[config.mk]
export PLATFORM = sky130hd
export DESIGN_NAME = indexed_list_store
export DESIGN_NICKNAME = d
export VERILOG_FILES = /design/src/ils_pkg.sv /design/src/ils_mem.sv /design/src/ils_ctrl.sv /design/src/indexed_list_store.sv
export SDC_FILE = /design/constraint.sdc
export NUM_CORES = 1
export LEC_CHECK = 0
export ABC_AREA = 0
export BUFFER_PORTS_ARGS = -buffer_cell sky130_fd_sc_hd__buf_4
export CAP_MARGIN = 25
export CORE_ASPECT_RATIO = 0.9
export CORE_MARGIN = 2
export CORE_UTILIZATION = 49
export CTS_CLUSTER_DIAMETER = 80
export DETAILED_ROUTE_END_ITERATION = 12
export PLACE_DENSITY_LB_ADDON = 0.05
export SKIP_LAST_GASP = 1
export SLEW_MARGIN = 30
export SYNTH_ARGS = -nofsm -noshare
export SYNTH_HDL_FRONTEND = slang
export SYNTH_SLANG_ARGS = --single-unit
[constraint.sdc]
create_clock -name clk_i -period 5.4 [get_ports clk_i]
set_input_delay 0.54 -clock clk_i [delete_from_list [all_inputs] [get_ports clk_i]]
set_output_delay 0.54 -clock clk_i [all_outputs]
set_load 0.02 [all_outputs]
[src/ils_pkg.sv]
`default_nettype none

package ils_pkg;

  // Request codes carried on req_type_i.
  typedef enum logic [1:0] {
    REQ_FRONT  = 2'd0,
    REQ_BACK   = 2'd1,
    REQ_REMOVE = 2'd2,
    REQ_NONE   = 2'd3
  } req_e;

  // Status codes reported with every result of a readout.
  typedef enum logic [1:0] {
    ST_DONE  = 2'd0,
    ST_RANGE = 2'd1,
    ST_FULL  = 2'd2
  } status_e;

  // Controller states, one-hot.
  typedef enum logic [4:0] {
    S_IDLE  = 5'b00001,
    S_SHIFT = 5'b00010,
    S_DRAIN = 5'b00100,
    S_HEAD  = 5'b01000,
    S_READ  = 5'b10000
  } state_e;

  localparam int unsigned ELEM_W = 32;

endpackage

`default_nettype wire

[src/ils_mem.sv]
`default_nettype none

module ils_mem
  import ils_pkg::*;
#(
  parameter int unsigned DEPTH = 32,
  parameter int unsigned AW    = 5
) (
  input  wire logic              clk_i,
  input  wire logic              wr_en_i,
  input  wire logic [AW-1:0]     wr_addr_i,
  input  wire logic [ELEM_W-1:0] wr_data_i,
  input  wire logic              rd_en_i,
  input  wire logic [AW-1:0]     rd_addr_i,
  output logic      [ELEM_W-1:0] rd_data_o
);

  logic [ELEM_W-1:0] mem_q [DEPTH];

  // Single write port, single registered read port.
  always_ff @(posedge clk_i) begin
    if (wr_en_i) begin
      mem_q[wr_addr_i] <= wr_data_i;
    end
  end

  always_ff @(posedge clk_i) begin
    if (rd_en_i) begin
      rd_data_o <= mem_q[rd_addr_i];
    end
  end

endmodule

`default_nettype wire

[src/ils_ctrl.sv]
`default_nettype none

module ils_ctrl
  import ils_pkg::*;
#(
  parameter int unsigned CAPACITY = 32,
  parameter int unsigned AW       = 5,
  parameter int unsigned CW       = 6
) (
  input  wire logic              clk_i,
  input  wire logic              rst_ni,
  input  wire logic              start,
  output logic                   busy,
  input  wire logic [1:0]        req_type_i,
  input  wire logic [ELEM_W-1:0] item_value_i,
  input  wire logic [31:0]       position_i,
  output logic                   mem_wr_en_o,
  output logic [AW-1:0]          mem_wr_addr_o,
  output logic [ELEM_W-1:0]      mem_wr_data_o,
  output logic                   mem_rd_en_o,
  output logic [AW-1:0]          mem_rd_addr_o,
  input  wire logic [ELEM_W-1:0] mem_rd_data_i,
  output logic                   result_valid_o,
  output logic [ELEM_W-1:0]      elem_value_o,
  output logic                   last_elem_o,
  output logic                   list_empty_o,
  output logic [1:0]             req_status_o
);

  state_e            state_q, state_d;
  logic [CW-1:0]     count_q, count_d;
  logic [AW-1:0]     ptr_q, ptr_d;
  logic [AW-1:0]     end_q, end_d;
  logic              dir_up_q, dir_up_d;
  logic [ELEM_W-1:0] val_q, val_d;
  logic              wpend_q, wpend_d;
  logic [AW-1:0]     wdst_q, wdst_d;
  logic              out_valid_q, out_valid_d;
  logic              last_q, last_d;
  logic              empty_q, empty_d;
  status_e           status_q, status_d;
  logic              accept;
  logic              full;
  logic              pos_bad;
  logic              pos_is_tail;

  assign busy   = (state_q != S_IDLE);
  assign accept = start && !busy;
  assign full   = (count_q == CW'(CAPACITY));

  // A remove position is bad when negative or not below the element count.
  assign pos_bad     = position_i[31] || ({1'b0, position_i[30:0]} >= 32'(count_q));
  assign pos_is_tail = (position_i[30:0] == (31'(count_q) - 31'd1));

  // Sequencer: decode the request, shift entries through the memory, then read out.
  always_comb begin
    state_d       = state_q;
    count_d       = count_q;
    ptr_d         = ptr_q;
    end_d         = end_q;
    dir_up_d      = dir_up_q;
    val_d         = val_q;
    wpend_d       = 1'b0;
    wdst_d        = wdst_q;
    out_valid_d   = 1'b0;
    last_d        = last_q;
    empty_d       = empty_q;
    status_d      = status_q;
    mem_rd_en_o   = 1'b0;
    mem_rd_addr_o = ptr_q;
    // A shifted entry is written back in the cycle after its read.
    mem_wr_en_o   = wpend_q;
    mem_wr_addr_o = wdst_q;
    mem_wr_data_o = mem_rd_data_i;

    case (state_q)
      S_IDLE: begin
        if (accept) begin
          status_d = ST_DONE;
          ptr_d    = '0;
          state_d  = S_READ;
          case (req_type_i)
            REQ_FRONT: begin
              if (full) begin
                status_d = ST_FULL;
              end else begin
                count_d = count_q + CW'(1);
                if (count_q == '0) begin
                  mem_wr_en_o   = 1'b1;
                  mem_wr_addr_o = '0;
                  mem_wr_data_o = item_value_i;
                end else begin
                  ptr_d    = AW'(count_q - CW'(1));
                  end_d    = '0;
                  dir_up_d = 1'b0;
                  val_d    = item_value_i;
                  state_d  = S_SHIFT;
                end
              end
            end
            REQ_BACK: begin
              if (full) begin
                status_d = ST_FULL;
              end else begin
                count_d       = count_q + CW'(1);
                mem_wr_en_o   = 1'b1;
                mem_wr_addr_o = AW'(count_q);
                mem_wr_data_o = item_value_i;
              end
            end
            REQ_REMOVE: begin
              if (pos_bad) begin
                status_d = ST_RANGE;
              end else begin
                count_d = count_q - CW'(1);
                if (!pos_is_tail) begin
                  ptr_d    = AW'(position_i[30:0]) + AW'(1);
                  end_d    = AW'(count_q - CW'(1));
                  dir_up_d = 1'b1;
                  state_d  = S_SHIFT;
                end
              end
            end
            default: begin
            end
          endcase
        end
      end

      S_SHIFT: begin
        mem_rd_en_o = 1'b1;
        wpend_d     = 1'b1;
        wdst_d      = dir_up_q ? (ptr_q - AW'(1)) : (ptr_q + AW'(1));
        if (ptr_q == end_q) begin
          state_d = S_DRAIN;
        end else begin
          ptr_d = dir_up_q ? (ptr_q + AW'(1)) : (ptr_q - AW'(1));
        end
      end

      S_DRAIN: begin
        ptr_d   = '0;
        state_d = dir_up_q ? S_READ : S_HEAD;
      end

      S_HEAD: begin
        mem_wr_en_o   = 1'b1;
        mem_wr_addr_o = '0;
        mem_wr_data_o = val_q;
        ptr_d         = '0;
        state_d       = S_READ;
      end

      S_READ: begin
        out_valid_d = 1'b1;
        if (count_q == '0) begin
          empty_d = 1'b1;
          last_d  = 1'b1;
          state_d = S_IDLE;
        end else begin
          mem_rd_en_o = 1'b1;
          empty_d     = 1'b0;
          last_d      = (CW'(ptr_q) == (count_q - CW'(1)));
          if (CW'(ptr_q) == (count_q - CW'(1))) begin
            state_d = S_IDLE;
          end else begin
            ptr_d = ptr_q + AW'(1);
          end
        end
      end

      default: begin
        state_d = S_IDLE;
      end
    endcase
  end

  // Control state.
  always_ff @(posedge clk_i or negedge rst_ni) begin
    if (!rst_ni) begin
      state_q     <= S_IDLE;
      count_q     <= '0;
      wpend_q     <= 1'b0;
      out_valid_q <= 1'b0;
    end else begin
      state_q     <= state_d;
      count_q     <= count_d;
      wpend_q     <= wpend_d;
      out_valid_q <= out_valid_d;
    end
  end

  // Datapath registers.
  always_ff @(posedge clk_i) begin
    ptr_q    <= ptr_d;
    end_q    <= end_d;
    dir_up_q <= dir_up_d;
    val_q    <= val_d;
    wdst_q   <= wdst_d;
    last_q   <= last_d;
    empty_q  <= empty_d;
    status_q <= status_d;
  end

  assign result_valid_o = out_valid_q;
  assign elem_value_o   = empty_q ? '0 : mem_rd_data_i;
  assign last_elem_o    = last_q;
  assign list_empty_o   = empty_q;
  assign req_status_o   = status_q;

  // The element count never passes the store size.
  a_count_bound: assert property (@(posedge clk_i) disable iff (!rst_ni)
    count_q <= CW'(CAPACITY))
    else $error("element count above capacity");

  // A shifted entry is only ever written back right after a shift read.
  a_wpend_origin: assert property (@(posedge clk_i) disable iff (!rst_ni)
    wpend_q |-> $past(state_q == S_SHIFT))
    else $error("write-back without a preceding shift read");

  // An empty readout is a single, final transfer.
  a_empty_last: assert property (@(posedge clk_i) disable iff (!rst_ni)
    (out_valid_q && empty_q) |-> (last_q && count_q == '0))
    else $error("empty result not marked last");

  // The readout pointer stays inside the list.
  a_read_ptr: assert property (@(posedge clk_i) disable iff (!rst_ni)
    (state_q == S_READ && count_q != '0) |-> (CW'(ptr_q) < count_q))
    else $error("readout pointer past the list end");

endmodule

`default_nettype wire

[src/indexed_list_store.sv]
// Ordered list of signed 32-bit values kept packed in an on-chip memory.
// Requests: start, req_type_i, item_value_i, position_i; a request transfers
// at a rising edge where start is high and busy is low. Results: after each
// request the list is read out front to back, one transfer per element, each
// shown for one cycle while result_valid_o is high; last_elem_o marks the
// final one, an empty list gives one transfer with list_empty_o set and
// elem_value_o zero, and all transfers carry the same req_status_o. The
// receiver cannot stall, so results are never held.
//
// The controller goes straight from idle to the readout for
// append, no change, a rejected request, a remove of the tail or an insert
// into an empty list. A remove first moves the following entries down at
// one per cycle, then passes a drain state; a front insert moves all older
// entries up at one per cycle, then passes a drain state and writes the new
// head. The readout is limited by the single memory read port. busy drops
// as the last result appears, so the next request may transfer at the edge
// ending it. The slowest request is a front insert into CAPACITY-1 elements.
// Reset empties the list at once; memory contents need no clearing.

`default_nettype none

module indexed_list_store
  import ils_pkg::*;
#(
  parameter int unsigned CAPACITY = 32
) (
  input  wire logic              clk_i,
  input  wire logic              rst_ni,
  input  wire logic              start,
  output logic                   busy,
  input  wire logic [1:0]        req_type_i,
  input  wire logic [ELEM_W-1:0] item_value_i,
  input  wire logic [31:0]       position_i,
  output logic                   result_valid_o,
  output logic [ELEM_W-1:0]      elem_value_o,
  output logic                   last_elem_o,
  output logic                   list_empty_o,
  output logic [1:0]             req_status_o
);

  localparam int unsigned AW = (CAPACITY > 1) ? $clog2(CAPACITY) : 1;
  localparam int unsigned CW = $clog2(CAPACITY + 1);

  logic              mem_wr_en;
  logic [AW-1:0]     mem_wr_addr;
  logic [ELEM_W-1:0] mem_wr_data;
  logic              mem_rd_en;
  logic [AW-1:0]     mem_rd_addr;
  logic [ELEM_W-1:0] mem_rd_data;

  // Sequencer for request decode, entry shifting and readout.
  ils_ctrl #(
    .CAPACITY (CAPACITY),
    .AW       (AW),
    .CW       (CW)
  ) u_ctrl (
    .clk_i          (clk_i),
    .rst_ni         (rst_ni),
    .start          (start),
    .busy           (busy),
    .req_type_i     (req_type_i),
    .item_value_i   (item_value_i),
    .position_i     (position_i),
    .mem_wr_en_o    (mem_wr_en),
    .mem_wr_addr_o  (mem_wr_addr),
    .mem_wr_data_o  (mem_wr_data),
    .mem_rd_en_o    (mem_rd_en),
    .mem_rd_addr_o  (mem_rd_addr),
    .mem_rd_data_i  (mem_rd_data),
    .result_valid_o (result_valid_o),
    .elem_value_o   (elem_value_o),
    .last_elem_o    (last_elem_o),
    .list_empty_o   (list_empty_o),
    .req_status_o   (req_status_o)
  );

  // Element storage.
  ils_mem #(
    .DEPTH (CAPACITY),
    .AW    (AW)
  ) u_mem (
    .clk_i     (clk_i),
    .wr_en_i   (mem_wr_en),
    .wr_addr_i (mem_wr_addr),
    .wr_data_i (mem_wr_data),
    .rd_en_i   (mem_rd_en),
    .rd_addr_i (mem_rd_addr),
    .rd_data_o (mem_rd_data)
  );

endmodule

`default_nettype wire

Word level (Yosys, flattened, before mapping)
Memories as Yosys holds them, arrays and structs flattened. A register that Yosys moved wholly into a read port is not among the register bits.
Index checks and enable logic that the tools add are counted.
{"block": "op_classes", "shift": 0, "n_eq_ne": 23, "n_mul": 0, "n_lt_le_gt_ge": 1, "n_mux": 65, "div_mod_pow": 0, "reduce_logical": 16, "bitwise_logic": 2, "n_addsub": 6}
{"operator": "$mux 32", "n": 5}
{"operator": "$mux 5", "n": 27}
{"operator": "$pmux 32 s2", "n": 2}
{"operator": "$pmux 5 s2", "n": 5}
{"operator": "$eq 31x31->1", "n": 1}
{"operator": "$ge 31x6->1", "n": 1}
{"operator": "$pmux 5 s5", "n": 1}
{"operator": "$pmux 5 s4", "n": 1}
{"operator": "$ne 2x2->1 const B", "n": 8}
{"operator": "$mux 1", "n": 15}
{"operator": "$reduce_and 5->1", "n": 3}
{"operator": "$mux 6", "n": 2}
{"operator": "$pmux 6 s2", "n": 1}
{"operator": "$add 5x1->5 const B", "n": 2}
{"operator": "$pmux 1 s2", "n": 4}
{"operator": "$reduce_and 7->1", "n": 1}
{"operator": "$sub 6x1->7 const B", "n": 1}
{"operator": "$add 6x1->6 const B", "n": 1}
{"operator": "$eq 5x6->1", "n": 1}
{"operator": "$eq 6x6->1 const B", "n": 1}
{"operator": "$logic_not 6->1", "n": 1}
{"operator": "$sub 6x1->6 const B", "n": 1}
{"operator": "$eq 5x1->1 const B", "n": 1}
{"operator": "$eq 5x2->1 const B", "n": 1}
{"operator": "other kinds (22)", "n": 26}
{"block": "totals", "elab_cells": 126, "input_bits": 69, "regBits": 65, "latch_bits": 0, "rom_bits": 0, "ramBits": 1024, "mem_count": 1}
{"name": "u_mem.mem_q", "depth": 32, "word_bits": 32, "read_ports": 1, "rd_clocked_by_memory_dff": 1, "write_ports": 1, "line_no": "ils_mem.sv:18", "rtl": "logic [ELEM_W-1:0] mem_q [DEPTH];"}

Depth between registers and ports, before layout
Gate-level depths: netlist of run 1.
{"block": "logic_depth", "depth_word": 8, "depth_mapped": 10}

Modules after synthesis
Synthesis of run 1 repeated with hierarchy kept, for this count alone.
{"block": "unflattened", "hier_cells": 2694, "hier_area_um2": 45145.8}
{"module": "ils_mem", "instances": 1, "seq_area_each_um2": 31710.4, "area_per_inst_um2": 40812.9, "cells_each": 2260}
{"module": "ils_ctrl", "instances": 1, "seq_area_each_um2": 1888.1, "area_per_inst_um2": 4332.9, "cells_each": 434}

Worst setup path after synthesis of run 1
OpenSTA, ideal clock, no wires.
{"block": "synth_path", "path_type": "register to register", "start": "register u_ctrl.state_q[0]", "end": "memory u_mem.mem_q[1][0] (enable)", "path_buffers": 1, "stages_incl_launch_ff": 8, "synth_period_minus_slack_ps": 3978, "arrival_ps": 3557, "setup_slack_ps": 1422, "path_cell_list": "dfstp_2 or4b_4 a2111oi_4 and2_1 buf_4 a22oi_2 a211o_2 nor2_1"}
{"block": "synth_between", "elab_chain_len": 7}
{"element": "from (decl)", "line_no": "ils_ctrl.sv:30", "rtl": "state_e state_q, state_d;"}
{"element": "from (signal assigned)", "line_no": "ils_ctrl.sv:186", "rtl": "state_q <= state_d;"}
{"element": "$ne 5x1->1", "line_no": "ils_ctrl.sv:47", "rtl": "assign busy = (state_q != S_IDLE);"}
{"element": "$logic_not 1->1", "line_no": "ils_ctrl.sv:48", "rtl": "assign accept = start && !busy;"}
{"element": "$logic_and 1x1->1", "line_no": "ils_ctrl.sv:48"}
{"element": "$mux 1", "line_no": "ils_ctrl.sv:78", "rtl": "if (accept) begin"}
{"element": "$pmux 1 s2", "line_no": "ils_ctrl.sv:76", "rtl": "case (state_q)"}
{"element": "$mux 1", "line_no": "ils_mem.sv:22", "rtl": "if (wr_en_i) begin"}
{"element": "$mux 1 (implied by the code)", "line_no": "ils_mem.sv:23", "rtl": "mem_q[wr_addr_i] <= wr_data_i;"}
{"element": "to (decl)", "line_no": "ils_mem.sv:18"}
Parallel ways exist; a longest one is shown, timed or not.

Final worst setup path of run 1
{"block": "layout_path", "start": "register u_ctrl.count_q[0]", "end": "memory u_mem.mem_q[11][9] (enable)"}
{"block": "layout_between", "elab_chain_len": 8}
{"element": "from (decl)", "line_no": "ils_ctrl.sv:31", "rtl": "logic [CW-1:0] count_q, count_d;"}
{"element": "from (signal assigned)", "line_no": "ils_ctrl.sv:187", "rtl": "count_q <= count_d;"}
{"element": "$logic_not 6->1", "line_no": "ils_ctrl.sv:88", "rtl": "if (count_q == '0) begin"}
{"element": "$mux 1", "line_no": "ils_ctrl.sv:88"}
{"element": "$mux 1", "line_no": "ils_ctrl.sv:84", "rtl": "if (full) begin"}
{"element": "$pmux 1 s2", "line_no": "ils_ctrl.sv:82", "rtl": "case (req_type_i)"}
{"element": "$mux 1", "line_no": "ils_ctrl.sv:78"}
{"element": "$pmux 1 s2", "line_no": "ils_ctrl.sv:76"}
{"element": "$mux 1", "line_no": "ils_mem.sv:22"}
{"element": "$mux 1 (implied by the code)", "line_no": "ils_mem.sv:23"}
Parallel ways exist; a longest one is shown, timed or not.

==> impl_results.md, run 1 <==
- Min Hold Slack: 0.0421 ns
- Core area: 0.0895 mm^2
- Int Power: 18.6 mW
- CP max FO: 24
- Vias in the first global route: 21.8k
- Fin. Hold Viols: 0
- Max-slew violation count: 0
- # port buffers: 106
- Clk root buf: clkbuf_16
- Drt pass-1 iters: 5
- Post_cts resized: 0
- Largest stage delay, worst path: 0.78 ns
- DP Worst Slack: 1.06 ns
- Routed wire length: 110,000 um
- Fill cells: 6,561
- DR vias: 21.7k
- Slew of the pin with the lowest slew margin: 1.05 ns
- Clk pwr share: 0.289
- Slowest CP cell: nor2_4
- PD cells: 529 mW/mm^2
- Reg-to-reg critical path endpoint: u_mem.mem_q[11][9]
- R2R cell count: 9
- Num ports: 107
- Worst r2r src: u_ctrl.count_q[0]
- Hold depth: 1
- Critical path capture point type: flop
- Clock sink count: 1,121
- Clock Tree Buf Depth: 3
- Worst min path class: in -> reg
- Hold EP: u_ctrl.val_q[7]
- Status: finished, final reports clean
- Critical path class: reg -> reg
- Leading area contributor after synthesis: edfxtp_1
- Initial antenna violation count: 15
- Synth top area share: 0.751
- Synth warn: 0
- Worst-Skew Late Latency: 0.69 ns
- Library cells used by synthesis: 65
- Final setup TNS: 0 ns
- Nets@finish: 2,305
- First-pass GRT wire length: 158,000 um
- GRT Util Overall: 0.240
- Global route overflow: 0
- Setup Viol. Count Final: 0
- Worst Path Arrival: 4.73 ns
- Top_reg_cell synth: edfxtp_1
- R2R Setup Slk: 1.05 ns
- Clock skew: 0.0252 ns
- Routed Antenna Nets: 0
- CTS clock-pin slew for the worst setup and hold paths: 0.06 ns
- CTS tree: done
- Layout area overhead: 15.2%
- # hold bufs at CTS: 11
- Synth Register Bits: 1,121
- Starting density of the core: 0.495
- Post-synth EDFFs: 1,108
- Ranking of synthesized cells by area: edfxtp_1 (75%), mux4_2 (16%), mux2_2 (0.84%)
- Largest net degree at the start of global routing: 78
- Die width: 321 um
- Net Count, Synth: 2,102
- Detailed placement HPWL: 67,600 um
- Syn Std Cell Area: 0.0443 mm^2
- Routed len/inst: 31.4 um
- Combinational share of power: 0.302
- Max VDD drop: 0.425 mV
- Crit-path cells: inv_1, ha_1, nor4b_4, mux2i_1, a21oi_4, a22oi_2, nand3b_2, nor2_4, buf_12
- Fmax: 0.230 GHz
- Sw Ratio: 0.310
- RSZ-0062 raised after global routing: false
- Post-route worst setup slack: 1.05 ns
- Placed Instance Area: 0.0472 mm^2
- Post-CTS Setup Inserts: 0
- Hold Crit Start: item_value_i[7]
- Synth async-reset ratio: 0.0116
- Max cap viols: 0
- Post-route cell area: 0.0510 mm^2
- Max-slew headroom: 0.300
- # rows: 104
- Tcrit/Tclk final: 0.805
- Num CTS Buffers: 112
- Gate Count Post-Synth: 2,021
- Layout cell share with drive strength beyond 1: 0.328
- Worst setup SP type: flop
- Via density: 6.22
- Sequential share of power: 0.409
- Fin cells: 3,487
- Syn avg cell area: 21.9 um^2
- Worst EP required: 5.79 ns
- Die extent in y: 289 um
- Die Footprint: 0.0928 mm^2
- Sequential-to-total area share from yosys stat: 0.759
- Leakage power: 16.1 nW
- Placed Cells: 3,265
- Tmin final: 4.35 ns
- Net Switching: 8.37 mW
- Depth of the CTS H-tree: 3
- Violation count after the first detailed-route iteration: 2,647
- Detailed-route DRC error count: 0
- RD Place Congestion: 0.871
-- cell usage after synthesis (2+ instances only) --
cell / count
a21oi_1: 14
inv_1: 25
xnor2_1: 18
nor3b_1: 4
mux4_2: 320
mux2i_1: 9
o311ai_0: 2
o31ai_1: 2
a222oi_1: 4
ha_1: 12
and2_1: 2
edfxtp_1: 1108
nor4b_1: 2
a31o_2: 3
o32ai_1: 3
a31oi_1: 5
a221oi_1: 4
buf_4: 3
mux2_2: 33
a22o_1: 3
xor2_1: 17
dfrtp_1: 12
nor2_1: 58
nor4_1: 9
buf_1: 36
a2111oi_0: 2
o21ai_0: 15
or3_1: 4
nor3_1: 8
o21ai_1: 2
nand4_1: 13
clkbuf_1: 58
o22ai_1: 2
a22oi_1: 30
nand3b_1: 2
nor2b_1: 40
nand2_1: 84
nand3_1: 16
a211oi_1: 2
buf_2: 8
nand2b_1: 3
-- layout by cell type, fill, tap and decap left out, drive strengths merged, types with 8 or more instances in the layout --
master	instances
a21oi	15
a22oi	31
buf	184
bufinv	14
clkbuf	133
clkinv	55
dfrtp	12
dlygate4sd3	11
edfxtp	1108
ha	12
inv	31
mux2	33
mux2i	9
mux4	320
nand2	85
nand3	16
nand4	13
nor2	58
nor2b	40
nor3	8
nor4	10
o21ai	18
xnor2	18
xor2	17
-- flip-flops by register name, indices dropped and copies added, names as in the netlist --
signal,count
u_ctrl.wdst_q,5
u_ctrl.state_q,5
u_ctrl.dir_up_q,1
u_ctrl.mem_rd_addr_o,5
u_ctrl.result_valid_o,1
u_mem.rd_data_o,32
u_ctrl.last_elem_o,1
u_mem.mem_q,1024
u_ctrl.list_empty_o,1
u_ctrl.end_q,5
u_ctrl.req_status_o,2
u_ctrl.val_q,32
u_ctrl.wpend_q,1
u_ctrl.count_q,6
-- power by group through the flow --
| stage | registers (mW) | logic (mW) | clock network [mW] |
|---|---|---|---|
| after floorplan | 11.1 | 5.03 | 0 |
| after global placement | 11.3 | 8.15 | 0 |
| after detailed placement | 11.2 | 8.24 | 0 |
| after CTS | 11.0 | 8.28 | 7.95 |
| after global routing | 11.1 | 8.65 | 8.28 |
| final | 11.0 | 8.15 | 7.81 |
-- critical path, delay by kind of cell, from the launching register on --
family	cells	cell delay, ns
fa+ha+maj	1	0.21
compound gates	2	0.86
buf+inv	2	0.46
simple gates	3	1.75
mux	1	0.24
flops	1	0.50
-- worst max path at each step --
stage,startpoint,to,slack (ns),cells past startpoint
after floorplan,u_ctrl.state_q[0],u_mem.mem_q[1][0],1.42,7
after global placement,u_ctrl.count_q[0],u_mem.mem_q[19][25],1.21,9
after detailed placement,u_ctrl.count_q[0],u_mem.mem_q[19][25],1.06,9
after CTS,u_ctrl.count_q[0],u_mem.mem_q[19][21],1.03,9
after global routing,u_ctrl.count_q[0],u_mem.mem_q[19][28],0.84,9
final,u_ctrl.count_q[0],u_mem.mem_q[11][9],1.05,9
-- per-layer routing --
metal / global-route usage / part of all wire / vias up
met4: 0.0501 / 0.017 / 0
met5: 0 / 0 / -
li1: - / - / 8922
met3: 0.0421 / 0.080 / 121
met2: 0.359 / 0.46 / 915
met1: 0.378 / 0.45 / 11700
-- cell type report --
type	count	area [um^2]	share of cell area
multi-input combinational	768	10500	0.205
antenna	1	2.50	0.0000490
sequential	1121	33600	0.658
clock buffer	133	2920	0.0573
timing repair buffer	195	1720	0.0336
tap	1166	1460	0.0286
clock inverter	77	764	0.0150
inverter	26	103	0.00201
-- logic make-up (layout without fill, tap and decap cells) --
family                     Yosys count  in the layout  synth area share
AOI/OAI and AO/OA                  105            105            0.0177
xor gates and xnor gates            35             35           0.00692
adders and majority gates           12             12           0.00339
buffers and inverters              132            431            0.0117
DFF                               1121           1121             0.759
muxes                              362            362             0.173
other                                0              1                 0
and+or+nand+nor                    254            254            0.0287
-- stage by stage --
stage / utilization / power, mW
floorplan: - / 16.1
global placement: 0.527 / 19.4
detailed placement: 0.528 / 19.5
CTS: 0.570 / 27.3
global route: 0.570 / 28.0
finish: 0.570 / 27.0
Power figures use the tool's default switching activity.
==> run 2: changes to the inputs <==
==> constraint.sdc (replaced) <==
create_clock -name clk_i -period 3.6 [get_ports clk_i]
set_input_delay 0.36 -clock clk_i [delete_from_list [all_inputs] [get_ports clk_i]]
set_output_delay 0.36 -clock clk_i [all_outputs]
set_load 0.02 [all_outputs]
==> impl_results.md, run 2 (synthesis gave the netlist of run 1 again) <==
- Status: finished, final reports clean (unchanged)
- Critical path class: reg -> reg (unchanged)
- Regs by FF count: u_mem.mem_q x1024, u_ctrl.val_q x32, u_mem.rd_data_o x32 (unchanged)
- Detailed placement HPWL: 66,400 um (was 67,600 um)
- Max-slew headroom: 0.475 (was 0.300)
- Reg-to-reg critical path endpoint: u_mem.mem_q[26][9] (was u_mem.mem_q[11][9])
- Num CTS Buffers: 111 (was 112)
- Worst setup SP type: flop (unchanged)
- Worst r2r src: u_ctrl.state_q[0] (was u_ctrl.count_q[0])
- Critical path capture point type: flop (unchanged)
- Routed len/inst: 30.3 um (was 31.4 um)
- Tcrit/Tclk final: 0.945 (was 0.805)
- R2R cell count: 8 (was 9)
- Clock skew: 0.0204 ns (was 0.0252 ns)
- Fin cells: 3,571 (was 3,487)
- Core area: 0.0895 mm^2 (unchanged)
- Setup Viol. Count Final: 0 (unchanged)
- Max VDD drop: 0.489 mV (was 0.425 mV)
- Die Footprint: 0.0928 mm^2 (unchanged)
- CP Launch Point: u_ctrl.state_q[0] (was u_ctrl.count_q[0])
- Final setup TNS: 0 ns (unchanged)
- Reg with most FFs: u_mem.mem_q (unchanged)
- Fin. Hold Viols: 0 (unchanged)
- Via density: 6.08 (was 6.22)
- Clock sink count: 1,121 (unchanged)
- Max-slew violation count: 0 (unchanged)
- Num ports: 107 (unchanged)
- Clock Tree Buf Depth: 3 (unchanged)
- Max reg flops: 1,024 (unchanged)
- # rows: 104 (unchanged)
- Worst min path class: in -> async (was in -> reg)
- Routed Antenna Nets: 0 (unchanged)
- Slew of the pin with the lowest slew margin: 0.788 ns (was 1.05 ns)
- Max cap viols: 0 (unchanged)
- Most frequent cells in the layout: edfxtp_1 (1,108), mux4_2 (320), buf_4 (202) (was edfxtp_1 (1,108), mux4_2 (320), buf_4 (165))
- R2R Setup Slk: 0.20 ns (was 1.05 ns)
- Global route overflow: 0 (unchanged)
- First-pass GRT wire length: 158,000 um (about the same)
- Worst-Skew Late Latency: 0.67 ns (was 0.69 ns)
- DP Worst Slack: 0.110 ns (was 1.06 ns)
- Leakage power: 16.6 nW (was 16.1 nW)
- Fmax: 0.294 GHz (was 0.230 GHz)
- Largest net degree at the start of global routing: 82 (was 78)
- # port buffers: 106 (unchanged)
- Placed Cells: 3,329 (was 3,265)
- RSZ-0062 raised after global routing: false (unchanged)
- CTS clock-pin slew for the worst setup and hold paths: 0.06 ns (about the same)
- DR vias: 21.7k (about the same)
- Depth of the CTS H-tree: 3 (unchanged)
- Worst Path Arrival: 3.75 ns (was 4.73 ns)
- Post-route worst setup slack: 0.197 ns (was 1.05 ns)
- Detailed-route DRC error count: 0 (unchanged)
- Clk root buf: clkbuf_16 (unchanged)
- Drt pass-1 iters: 5 (unchanged)
- Starting density of the core: 0.495 (unchanged)
- Violation count after the first detailed-route iteration: 2,287 (was 2,647)
- Tmin final: 3.40 ns (was 4.35 ns)
- GRT Util Overall: 0.238 (was 0.240)
- Pwr Total: 39.9 mW (was 27.0 mW)
- Commonest non-fill, non-tap cell in the layout: edfxtp_1 (unchanged)
- Routed wire length: 108,000 um (was 110,000 um)
- PD cells: 767 mW/mm^2 (was 529 mW/mm^2)
- RD Place Congestion: 0.861 (was 0.871)
- Layout cell share with drive strength beyond 1: 0.338 (was 0.328)
- Die extent in y: 289 um (unchanged)
- CTS tree: done (unchanged)
- Nets@finish: 2,395 (was 2,305)
- Die width: 321 um (unchanged)
- Worst EP required: 3.95 ns (was 5.79 ns)
- Initial antenna violation count: 7 (was 15)
- Vias in the first global route: 22.2k (was 21.8k)
- Layout area overhead: 17.5% (was 15.2%)
- CP max FO: 32 (was 24)
[run 2: changes by cell type in the layout (fill, tap and decap cells not counted), sizes merged, moves of 2 or more]
cell / previous run / this run
buf: 184 / 253
dlygate4sd3: 11 / 33
clkbuf: 133 / 127
diode: 1 / 4
inv: 31 / 29
[run 2: final cells by class]
class	count	area, um^2
clock inverter	73	676
tap	1166	1460
sequential	1121	33600
multi-input combinational	768	10500
fill	6499	37500
inverter	26	103
antenna	4	10.0
clock buffer	127	2860
timing repair buffer	286	2880
[run 2: report_power, final]
| part | switching (mW) | internal [mW] |
|---|---|---|
| logic | 6.93 | 5.23 |
| clock network | 4.74 | 6.57 |
| registers | 0.252 | 16.2 |
[run 2: how the worst max path moves through the flow]
stage,endpoint,slack (ns),cells after the start
floorplan,u_mem.mem_q[1][0],-0.38,7
global placement,u_mem.mem_q[20][4],0.23,7
detailed placement,u_mem.mem_q[20][3],0.11,7
CTS,u_mem.mem_q[20][11],0.11,7
global route,u_mem.mem_q[24][10],0.02,8
finish,u_mem.mem_q[26][9],0.20,8
[run 2: per-stage QoR]
step / area, um^2 / hold slack [ns] / utilization
after floorplan: 44300 / 0.0644 / -
after global placement: 48100 / 0.224 / 0.537
after detailed placement: 48100 / 0.225 / 0.537
after CTS: 52000 / 0.0585 / 0.580
after global routing: 52000 / 0.0938 / 0.581
final: 52000 / 0.0870 / 0.581
[run 2: worst max-delay path: stages (launching register included)]
cell and delay (ns):
dfstp_2 0.59, or4b_4 0.54, nor4_4 0.20, buf_4 0.21
o21ai_0 0.12, o22ai_1 0.39, nand3_1 0.47, nor2_4 0.26
buf_12 0.25
[run 2: what timing repair did]
action                                 in CTS  in global routing
resized for setup                           0                  1
setup endpoints to repair                   0                 45
hold buffers                               33                  0
setup buffers                               0                  4
endpoints found under the hold margin      45                  0
[run 2: metal layers]
layer	global-route usage	part of all wire	vias up
li1	-	-	9114
met1	0.363	0.45	11700
met2	0.357	0.46	766
met3	0.0540	0.075	114
met4	0.0493	0.014	0
met5	0	0	-
